[config.mk]
export PLATFORM = sky130hd
export DESIGN_NAME = alu_data_processing_execute_core
export DESIGN_NICKNAME = d
export VERILOG_FILES = /design/src/rtl/adpe_pkg.sv /design/src/rtl/alu_data_processing_execute_core.sv
export SDC_FILE = /design/constraint.sdc
export NUM_CORES = 2
export LEC_CHECK = 0
export ABC_CLOCK_PERIOD_IN_PS = 6520
export CORE_MARGIN = 2
export CORE_UTILIZATION = 35
export CTS_BUF_LIST = sky130_fd_sc_hd__clkbuf_16
export CTS_CLUSTER_SIZE = 28
export DETAILED_ROUTE_END_ITERATION = 12
export DONT_BUFFER_PORTS = 1
export RECOVER_POWER = 25
export SLEW_MARGIN = 20
export SYNTH_ARGS = -nofsm -noshare
export SYNTH_HDL_FRONTEND = slang
export SYNTH_SLANG_ARGS = --single-unit
[constraint.sdc]
create_clock -name i_clk -period 6.52 [get_ports i_clk]
set_input_delay 1.304 -clock i_clk [delete_from_list [all_inputs] [get_ports i_clk]]
set_output_delay 1.304 -clock i_clk [all_outputs]
set_load 0.01 [all_outputs]
[src/rtl/adpe_pkg.sv]
`timescale 1ns / 1ps
// ----------------------------------------------------------------------------
// adpe_pkg
// Shared widths, field codes and helper functions for the data-processing
// execute core.
// ----------------------------------------------------------------------------
package adpe_pkg;

    localparam int REG_COUNT  = 16;
    localparam int REG_IDX_W  = $clog2(REG_COUNT);
    localparam int DATA_W     = 32;
    localparam int IN_TDATA_W = 72;
    localparam int OUT_TDATA_W = 48;

    // Item modes.
    localparam logic [1:0] MODE_EXEC  = 2'd0;
    localparam logic [1:0] MODE_WRITE = 2'd1;
    localparam logic [1:0] MODE_READ  = 2'd2;

    // Condition codes.
    localparam logic [3:0] COND_EQ = 4'd0;
    localparam logic [3:0] COND_NE = 4'd1;
    localparam logic [3:0] COND_GE = 4'd10;
    localparam logic [3:0] COND_LT = 4'd11;
    localparam logic [3:0] COND_GT = 4'd12;
    localparam logic [3:0] COND_LE = 4'd13;
    localparam logic [3:0] COND_AL = 4'd14;

    // Data-processing opcodes.
    localparam logic [3:0] OP_AND = 4'd0;
    localparam logic [3:0] OP_EOR = 4'd1;
    localparam logic [3:0] OP_SUB = 4'd2;
    localparam logic [3:0] OP_RSB = 4'd3;
    localparam logic [3:0] OP_ADD = 4'd4;
    localparam logic [3:0] OP_TST = 4'd8;
    localparam logic [3:0] OP_TEQ = 4'd9;
    localparam logic [3:0] OP_CMP = 4'd10;
    localparam logic [3:0] OP_ORR = 4'd12;
    localparam logic [3:0] OP_MOV = 4'd13;

    // Shift types of a register operand.
    localparam logic [1:0] SH_LSL = 2'd0;
    localparam logic [1:0] SH_LSR = 2'd1;
    localparam logic [1:0] SH_ASR = 2'd2;
    localparam logic [1:0] SH_ROR = 2'd3;

    typedef struct packed {
        logic n;
        logic z;
        logic c;
        logic v;
    } t_flags;

    function automatic logic f_cond_pass(input logic [3:0] cond, input t_flags fl);
        logic res;
        unique case (cond)
            COND_EQ: res = fl.z;
            COND_NE: res = !fl.z;
            COND_GE: res = (fl.n == fl.v);
            COND_LT: res = (fl.n != fl.v);
            COND_GT: res = !fl.z && (fl.n == fl.v);
            COND_LE: res = fl.z || (fl.n != fl.v);
            COND_AL: res = 1'b1;
            default: res = 1'b0;
        endcase
        return res;
    endfunction

    function automatic logic f_op_defined(input logic [3:0] op);
        logic res;
        unique case (op)
            OP_AND, OP_EOR, OP_SUB, OP_RSB, OP_ADD,
            OP_TST, OP_TEQ, OP_CMP, OP_ORR, OP_MOV: res = 1'b1;
            default: res = 1'b0;
        endcase
        return res;
    endfunction

    // Returns {shifter carry, operand 2}.
    function automatic logic [DATA_W:0] f_operand_two(
        input logic [DATA_W-1:0] instr,
        input logic [DATA_W-1:0] rm_val,
        input logic              cin
    );
        logic [2*DATA_W-1:0] dbl;
        logic [DATA_W:0]     ext;
        logic [DATA_W-1:0]   imm32;
        logic [4:0]          rot;
        logic [4:0]          amt;
        logic [DATA_W:0]     res;
        dbl   = '0;
        ext   = '0;
        imm32 = {{(DATA_W-8){1'b0}}, instr[7:0]};
        rot   = {instr[11:8], 1'b0};
        amt   = instr[11:7];
        if (instr[25]) begin
            dbl = {imm32, imm32} >> rot;
            res = (rot == 5'd0) ? {cin, imm32} : {dbl[DATA_W-1], dbl[DATA_W-1:0]};
        end else begin
            case (instr[6:5])
                SH_LSL: begin
                    ext = {1'b0, rm_val} << amt;
                    res = (amt == 5'd0) ? {cin, rm_val} : ext;
                end
                SH_LSR: begin
                    ext = {rm_val, 1'b0} >> amt;
                    res = (amt == 5'd0) ? {rm_val[DATA_W-1], {DATA_W{1'b0}}}
                                        : {ext[0], ext[DATA_W:1]};
                end
                SH_ASR: begin
                    ext = {rm_val, 1'b0};
                    ext = $unsigned($signed(ext) >>> amt);
                    res = (amt == 5'd0) ? {rm_val[DATA_W-1], {DATA_W{rm_val[DATA_W-1]}}}
                                        : {ext[0], ext[DATA_W:1]};
                end
                default: begin
                    dbl = {rm_val, rm_val} >> amt;
                    res = (amt == 5'd0) ? {rm_val[0], cin, rm_val[DATA_W-1:1]}
                                        : {dbl[DATA_W-1], dbl[DATA_W-1:0]};
                end
            endcase
        end
        return res;
    endfunction

endpackage

[src/rtl/alu_data_processing_execute_core.sv]
`timescale 1ns / 1ps
// ----------------------------------------------------------------------------
// alu_data_processing_execute_core
// Executes 32-bit data-processing instruction words against a sixteen-entry
// register file and NZCV flags, and services register write and read items.
// ----------------------------------------------------------------------------
//
// Channel   Dir  tdata fields (lowest bit first)
// s_axis    in   mode[1:0], instruction[33:2], reg_index[37:34],
//                write_value[69:38], zero fill [71:70]
// m_axis    out  executed[0], wrote_register[1], dest_index[5:2],
//                result_value[37:6], flags_nzcv[41:38], zero fill [47:42]
//
// One transaction is accepted per cycle while the output is not stalled:
// the accepting edge captures the register file reads and the item, and
// the edge on which the execute stage advances computes the shift, the
// ALU operation and the write back and loads the output register, which
// raises m_axis_tvalid. A write back can land on the same edge that the
// next item reads the memory, so the written entry and value are held
// and forwarded. Reset clears the flags and the per-entry valid bits; an
// entry never written reads as zero, so no clearing pass is needed.
// A stalled output holds the execute stage, which in turn stalls the input.
//
module alu_data_processing_execute_core (
    input  logic                                i_clk,
    input  logic                                i_rst_n,
    input  logic                                s_axis_tvalid,
    output logic                                s_axis_tready,
    // mode, instruction, reg_index, write_value
    input  logic [adpe_pkg::IN_TDATA_W-1:0]     s_axis_tdata,
    output logic                                m_axis_tvalid,
    input  logic                                m_axis_tready,
    // executed, wrote_register, dest_index, result_value, flags_nzcv
    output logic [adpe_pkg::OUT_TDATA_W-1:0]    m_axis_tdata
);

    localparam int IW = adpe_pkg::REG_IDX_W;
    localparam int DW = adpe_pkg::DATA_W;

    // Input field unpacking.
    logic [1:0]    in_mode;
    logic [DW-1:0] in_instr;
    logic [IW-1:0] in_idx;
    logic [DW-1:0] in_wval;
    logic [IW-1:0] rd_addr_a;
    logic [IW-1:0] rd_addr_b;
    logic          s_fire;

    assign in_mode  = s_axis_tdata[1:0];
    assign in_instr = s_axis_tdata[33:2];
    assign in_idx   = s_axis_tdata[37:34];
    assign in_wval  = s_axis_tdata[69:38];

    // Port A reads Rn; port B reads Rm, or the requested register in read mode.
    assign rd_addr_a = in_instr[19:16];
    assign rd_addr_b = (in_mode == adpe_pkg::MODE_READ) ? in_idx : in_instr[3:0];

    // Register file storage and its read ports.
    logic [DW-1:0]        r_mem [adpe_pkg::REG_COUNT];
    logic [adpe_pkg::REG_COUNT-1:0] r_vld;
    logic [DW-1:0]        r_rd_a;
    logic [DW-1:0]        r_rd_b;
    logic                 r_rd_a_vld;
    logic                 r_rd_b_vld;

    // Execute stage registers.
    logic                 r_s1_valid;
    logic [1:0]           r_s1_mode;
    logic [DW-1:0]        r_s1_instr;
    logic [IW-1:0]        r_s1_idx;
    logic [DW-1:0]        r_s1_wval;
    logic [IW-1:0]        r_s1_addr_b;

    // Forwarding of the write that landed on the read edge.
    logic                 r_fwd_valid;
    logic [IW-1:0]        r_fwd_idx;
    logic [DW-1:0]        r_fwd_data;

    adpe_pkg::t_flags     r_flags;
    adpe_pkg::t_flags     n_flags;

    logic                 r_m_valid;
    logic [adpe_pkg::OUT_TDATA_W-1:0] r_m_data;

    logic                 s1_adv;

    assign s1_adv        = r_s1_valid && (!r_m_valid || m_axis_tready);
    assign s_axis_tready = !r_s1_valid || s1_adv;
    assign s_fire        = s_axis_tvalid && s_axis_tready;

    // Operand values after the valid-bit mask and forwarding.
    logic [DW-1:0] a_val;
    logic [DW-1:0] b_val;

    always_comb begin
        a_val = r_rd_a_vld ? r_rd_a : '0;
        if (r_fwd_valid && (r_fwd_idx == r_s1_instr[19:16])) begin
            a_val = r_fwd_data;
        end
        b_val = r_rd_b_vld ? r_rd_b : '0;
        if (r_fwd_valid && (r_fwd_idx == r_s1_addr_b)) begin
            b_val = r_fwd_data;
        end
    end

    // Execute: shift, ALU operation and flag update.
    logic [3:0]    op;
    logic          reg_shift;
    logic          exec;
    logic [DW:0]   op2_c;
    logic [DW-1:0] op2;
    logic [DW-1:0] add_x;
    logic [DW-1:0] add_y;
    logic          is_sub;
    logic [DW:0]   sum;
    logic [DW-1:0] res;
    logic          res_c;
    logic          writes;
    logic          wr_en;
    logic [IW-1:0] wr_idx;
    logic [DW-1:0] wr_data;
    logic          o_exec;
    logic          o_wrote;
    logic [IW-1:0] o_dest;
    logic [DW-1:0] o_value;

    always_comb begin
        op        = r_s1_instr[24:21];
        reg_shift = !r_s1_instr[25] && r_s1_instr[4];
        exec      = (r_s1_mode == adpe_pkg::MODE_EXEC)
                    && adpe_pkg::f_cond_pass(r_s1_instr[31:28], r_flags)
                    && adpe_pkg::f_op_defined(op) && !reg_shift;
        op2_c     = adpe_pkg::f_operand_two(r_s1_instr, b_val, r_flags.c);
        op2       = op2_c[DW-1:0];

        // One adder serves ADD, SUB, RSB and CMP; subtraction adds the
        // complement, so the carry out is the no-borrow flag.
        is_sub = (op != adpe_pkg::OP_ADD);
        add_x  = (op == adpe_pkg::OP_RSB) ? op2 : a_val;
        add_y  = (op == adpe_pkg::OP_RSB) ? a_val : op2;
        sum    = {1'b0, add_x} + {1'b0, (is_sub ? ~add_y : add_y)} + {{DW{1'b0}}, is_sub};

        res    = op2;
        res_c  = op2_c[DW];
        writes = 1'b1;
        case (op)
            adpe_pkg::OP_AND: res = a_val & op2;
            adpe_pkg::OP_EOR: res = a_val ^ op2;
            adpe_pkg::OP_TST: begin
                res    = a_val & op2;
                writes = 1'b0;
            end
            adpe_pkg::OP_TEQ: begin
                res    = a_val ^ op2;
                writes = 1'b0;
            end
            adpe_pkg::OP_SUB, adpe_pkg::OP_RSB, adpe_pkg::OP_ADD: begin
                res   = sum[DW-1:0];
                res_c = sum[DW];
            end
            adpe_pkg::OP_CMP: begin
                res    = sum[DW-1:0];
                res_c  = sum[DW];
                writes = 1'b0;
            end
            adpe_pkg::OP_ORR: res = a_val | op2;
            default:          res = op2;
        endcase

        n_flags = r_flags;
        if (exec && r_s1_instr[20]) begin
            n_flags.n = res[DW-1];
            n_flags.z = (res == '0);
            n_flags.c = res_c;
        end

        o_exec  = 1'b0;
        o_wrote = 1'b0;
        o_dest  = '0;
        o_value = '0;
        wr_en   = 1'b0;
        wr_idx  = r_s1_instr[15:12];
        wr_data = res;
        if (r_s1_mode == adpe_pkg::MODE_WRITE) begin
            wr_en   = 1'b1;
            wr_idx  = r_s1_idx;
            wr_data = r_s1_wval;
            o_wrote = 1'b1;
            o_dest  = r_s1_idx;
            o_value = r_s1_wval;
        end else if (r_s1_mode == adpe_pkg::MODE_READ) begin
            o_dest  = r_s1_idx;
            o_value = b_val;
        end else if (exec) begin
            o_exec = 1'b1;
            if (writes) begin
                wr_en   = 1'b1;
                o_wrote = 1'b1;
                o_dest  = wr_idx;
                o_value = res;
            end
        end
        wr_en = wr_en && s1_adv;
    end

    // Memory: one write port, two registered read ports.
    always_ff @(posedge i_clk) begin
        if (wr_en) begin
            r_mem[wr_idx] <= wr_data;
        end
        if (s_fire) begin
            r_rd_a     <= r_mem[rd_addr_a];
            r_rd_b     <= r_mem[rd_addr_b];
            r_rd_a_vld <= r_vld[rd_addr_a];
            r_rd_b_vld <= r_vld[rd_addr_b];
        end
    end

    // Payload registers of the execute stage and the forwarding path.
    always_ff @(posedge i_clk) begin
        if (s_fire) begin
            r_s1_mode   <= in_mode;
            r_s1_instr  <= in_instr;
            r_s1_idx    <= in_idx;
            r_s1_wval   <= in_wval;
            r_s1_addr_b <= rd_addr_b;
            r_fwd_idx   <= wr_idx;
            r_fwd_data  <= wr_data;
        end
        if (s1_adv) begin
            r_m_data <= {{(adpe_pkg::OUT_TDATA_W - 42){1'b0}},
                         n_flags, o_value, o_dest, o_wrote, o_exec};
        end
    end

    // Control state.
    always_ff @(posedge i_clk) begin
        if (!i_rst_n) begin
            r_vld       <= '0;
            r_flags     <= '0;
            r_s1_valid  <= 1'b0;
            r_m_valid   <= 1'b0;
            r_fwd_valid <= 1'b0;
        end else begin
            if (wr_en) begin
                r_vld[wr_idx] <= 1'b1;
            end
            if (s1_adv) begin
                r_flags <= n_flags;
            end
            if (s_fire) begin
                // The forward is only meaningful for the write on this read edge.
                r_fwd_valid <= wr_en;
            end
            if (s_fire) begin
                r_s1_valid <= 1'b1;
            end else if (s1_adv) begin
                r_s1_valid <= 1'b0;
            end
            if (s1_adv) begin
                r_m_valid <= 1'b1;
            end else if (m_axis_tready) begin
                r_m_valid <= 1'b0;
            end
        end
    end

    assign m_axis_tvalid = r_m_valid;
    assign m_axis_tdata  = r_m_data;

endmodule

==> results.py <==
metrics = {
    "sta": {
        "fmax_ghz": 0.144,
        "slew_violations": 247,
        "slew_headroom": -0.991,
        "tightestPinTransition_ps": 2990,
        "hold_viol_final": 0,
        "finalCritPeriodShare": 1.06,
        "rsz0062_at_grt": "yes",
        "setup_ws_ps": -405,
        "setup_viol": 230,
        "min_period_ps": 6920,
        "clock_skew_ps": 71.1,
    },
    "power_and_ir_drop": {
        "ir_worst_vdd_v": 0.000240,
        "p_per_area_mw_per_mm2": 240,
        "leakage_nw": 24.0,
        "finalPower_mw": 15.0,
    },
    "clock_network": {
        "cts-root-buf": "clkbuf_16",
        "cts-buffers-inserted": 83,
        "clock_path_buffers": 3,
        "clkTransAtPathRegs_ps": 60,
        "clk_latency_ps": 720,
        "cts_tree": "built",
        "cts_max_level": 3,
        "cts.sinks": 750,
        "cts_hold_buf": 0,
    },
    "detailed_routing": {
        "vias_per_cell": 6.17,
        "vias": 45701,
        "first_pass_iters": 8,
        "drt_iter0_drc": 5817,
        "wl_met2_um": 106000,
        "antenna_left": 0,
        "top_layer_used": "met5",
        "routedWlPerCell_um": 32.7,
        "wirelength_um": 242000,
        "met3WireLength_um": 22800,
        "drc": 0,
        "m1WireLength_um": 93600,
    },
    "placement": {
        "dp_slack_ps": -1110,
        "place_inst": 7165,
        "finalWeightedCongestion": 1.10,
        "place_area_mm2": 0.0576,
        "dp_hpwl_um": 178000,
        "io_buffers": 0,
    },
    "critical_path": {
        "rrSetupSlack_ps": -400,
        "r2r_start": "r_s1_addr_b[1]$_DFFE_PP_",
        "r2r_end": "m_axis_tdata[40]$_DFFE_PP_",
        "cp_data_arrival_time_ps": 7470,
        "path_class": "register to register",
        "crit_path_start_kind": "register",
        "cp_slowest_cell": "mux4_2",
        "r2r_cells": 28,
        "crit_top_cell": "o21ai_2",
        "max_stage_delay_ps": 620,
        "cp.buffers_inverters": 3,
        "worstPathRequired_ps": 7060,
        "crit_start": "r_s1_addr_b[1]$_DFFE_PP_",
        "path_max_fanout": 5,
        "cp-end-kind": "register",
        "cp_top_family": "compound AO/OA/AOI/OAI gates",
    },
    "min_path": {
        "holdPathStages": 1,
        "hp-start": "r_vld[11]$_SDFFE_PN0P_",
        "hold_class": "register to register",
        "hold_path_end": "r_vld[11]$_SDFFE_PN0P_",
    },
    "global_route": {
        "grt_use_total": 0.336,
        "grt_max_degree": 135,
        "antenna_found_initial": 14,
        "grt_pass1_wl_um": 333000,
        "grt_pass1_vias": 43262,
        "grt-ovfl-total": 0,
    },
    "synth": {
        "synth.distinct_cells": 111,
        "synth_top_flop_cell": "edfxtp_1",
        "netlist_instances": 4653,
        "async_flop_share": 0,
        "synth_edf_count": 727,
        "netlist_area_mm2": 0.0477,
        "ys_warn_count": 0,
        "ys_ff_latch": 750,
        "synth_seq_area_share": 0.468,
        "synth.avg_cell_area_um2": 10.2,
    },
    "layout": {
        "nFillCells": 12651,
        "layoutNonFillerInstCount": 7406,
        "stdcell_area_mm2": 0.0626,
        "syn2layout_area_growth_pct": 31.3,
        "num-nets-final": 5723,
        "drive_gt1_frac": 0.325,
        "multiInputGateArea_mm2": 0.0248,
        "ff_latch_area_mm2": 0.0223,
    },
    "floorplanning": {
        "coreArea_mm2": 0.135,
        "die_h_um": 373,
        "rows": 135,
        "initial_core_util": 0.352,
        "die_area_mm2": 0.139,
        "pin_count": 126,
        "die_x_um": 373,
    },
    "run_status": {
        "violations": "capacitance limit, slew limit, setup timing",
        "status": "complete, but fails checks",
    },
    "run": {
        "maxCapViolCount": 4,
    },
}
## cells in the final DEF, fill, tap and decap left out, types with 17 or more instances in the layout
| cell | count |
|---|---|
| buf_4 | 1064 |
| nand2_1 | 802 |
| edfxtp_1 | 727 |
| nand3_1 | 339 |
| a21oi_1 | 249 |
| nor2_1 | 245 |
| mux4_2 | 185 |
| o21ai_0 | 165 |
| inv_1 | 142 |
| ha_1 | 97 |
| clkbuf_16 | 87 |
| a311oi_1 | 75 |
| and3_1 | 71 |
| buf_12 | 68 |
| mux2i_1 | 66 |
| a31oi_1 | 59 |
| nor3_1 | 47 |
| a21oi_2 | 43 |
| mux2_2 | 42 |
| a221oi_1 | 42 |
| o21a_1 | 40 |
| buf_6 | 40 |
| a21o_1 | 38 |
| o211ai_1 | 36 |
| a22oi_1 | 32 |
| a211oi_1 | 32 |
| xnor2_1 | 29 |
| and2_1 | 28 |
| o22ai_1 | 28 |
| nor2b_1 | 27 |
| nor2_4 | 25 |
| o221ai_1 | 24 |
| dfxtp_1 | 23 |
| o21ai_1 | 22 |
| xor2_1 | 21 |
| a221o_1 | 19 |
| nand4_1 | 19 |
| o21ai_2 | 18 |
| clkinv_1 | 17 |
## power breakdown
part,leakage (nW),switching (mW),internal [mW]
clock,1.37,2.03,2.58
combinational,15.8,2.76,1.94
sequential,6.91,0.106,5.61
## sequential cells by signal (all words and copies together) (netlist names), named ones only
register and flops:
r_s1_wval 32, r_fwd_data 32, r_fwd_valid 1, r_s1_valid 1, r_vld 16, r_rd_b_vld 1, r_rd_a 32, r_s1_instr 30
r_fwd_idx 4, r_s1_idx 4, r_s1_mode 2, m_axis_tdata 41, m_axis_tvalid 1, r_flags 3, r_rd_a_vld 1, r_s1_addr_b 4
r_rd_b 32, r_mem 512
## worst max-delay path by stage
stage / endpoint / slack (ps) / depth (start not counted)
6_report: m_axis_tdata[40]$_DFFE_PP_ / -400 / 28
5_1_grt: m_axis_tdata[40]$_DFFE_PP_ / -610 / 32
4_1_cts: m_axis_tdata[40]$_DFFE_PP_ / -330 / 30
3_5_place_dp: r_flags[2]$_SDFFE_PN0P_ / -1110 / 33
3_3_place_gp: r_flags[2]$_SDFFE_PN0P_ / -1140 / 33
2_1_floorplan: r_flags[2]$_SDFFE_PN0P_ / 40 / 30
## routing by layer
metal | global-route usage | up-vias
li1 | - | 19605
met1 | 0.431 | 22755
met2 | 0.518 | 2711
met3 | 0.0671 | 618
met4 | 0.215 | 12
met5 | 0 | -
## cell usage after synthesis (all sizes together), types with 22 or more instances
cell	n	area [µm²]
xor2	22	193
xnor2	35	314
nor2b	28	175
o221ai	30	269
mux2	45	507
nor2	282	1070
o211ai	36	270
clkbuf	264	991
a21oi	296	1480
o21a	41	308
o22ai	31	194
a22oi	42	344
mux2i	76	773
buf	119	674
nand2	806	3040
dfxtp	23	460
and2	32	200
a311oi	76	666
nand3	343	1720
and3	78	493
ha	98	1230
a221oi	55	482
a21o	39	293
edfxtp	727	21800
a31oi	64	437
nor3	56	285
o21ai	207	1040
a211oi	41	308
mux4	185	4170
inv	128	480
## final cells by class
type | instances | share of cell area
clock inverter | 69 | 0.00964
multi-input combinational | 3397 | 0.396
tap | 1781 | 0.0356
inverter | 129 | 0.00796
clock buffer | 83 | 0.0332
timing repair buffer | 1187 | 0.161
sequential | 750 | 0.356
antenna | 10 | 0.000400
## repair_timing
action	4_1_cts	5_1_grt
pin swaps	78	85
buffers inserted	44	33
endpoints found under the setup margin	509	455
resized for setup	188	154
cloned	5	6
## per-stage QoR
stage               hold WS, ps   util  setup TNS (ps)
floorplan                   457      -               0
global placement            465  0.426         -234050
detailed placement          475  0.426         -221460
CTS                         490  0.455           -4150
global route                506  0.462          -84300
finish                      494  0.463          -18650
## cell families (layout without fill, tap and decap cells)
logic type      after synthesis  after routing  share of synthesized area
other cells                   1             17                  0.0000787
buf+inv                     512           1468                     0.0451
fa+ha+maj                    99             99                     0.0261
xor+xnor                     57             57                     0.0106
simple gates               1736           1736                      0.163
flops                       750            750                      0.468
compound gates             1192           1192                      0.173
mux                         306            306                      0.114
Note: power is estimated with default switching activity, not from simulation.
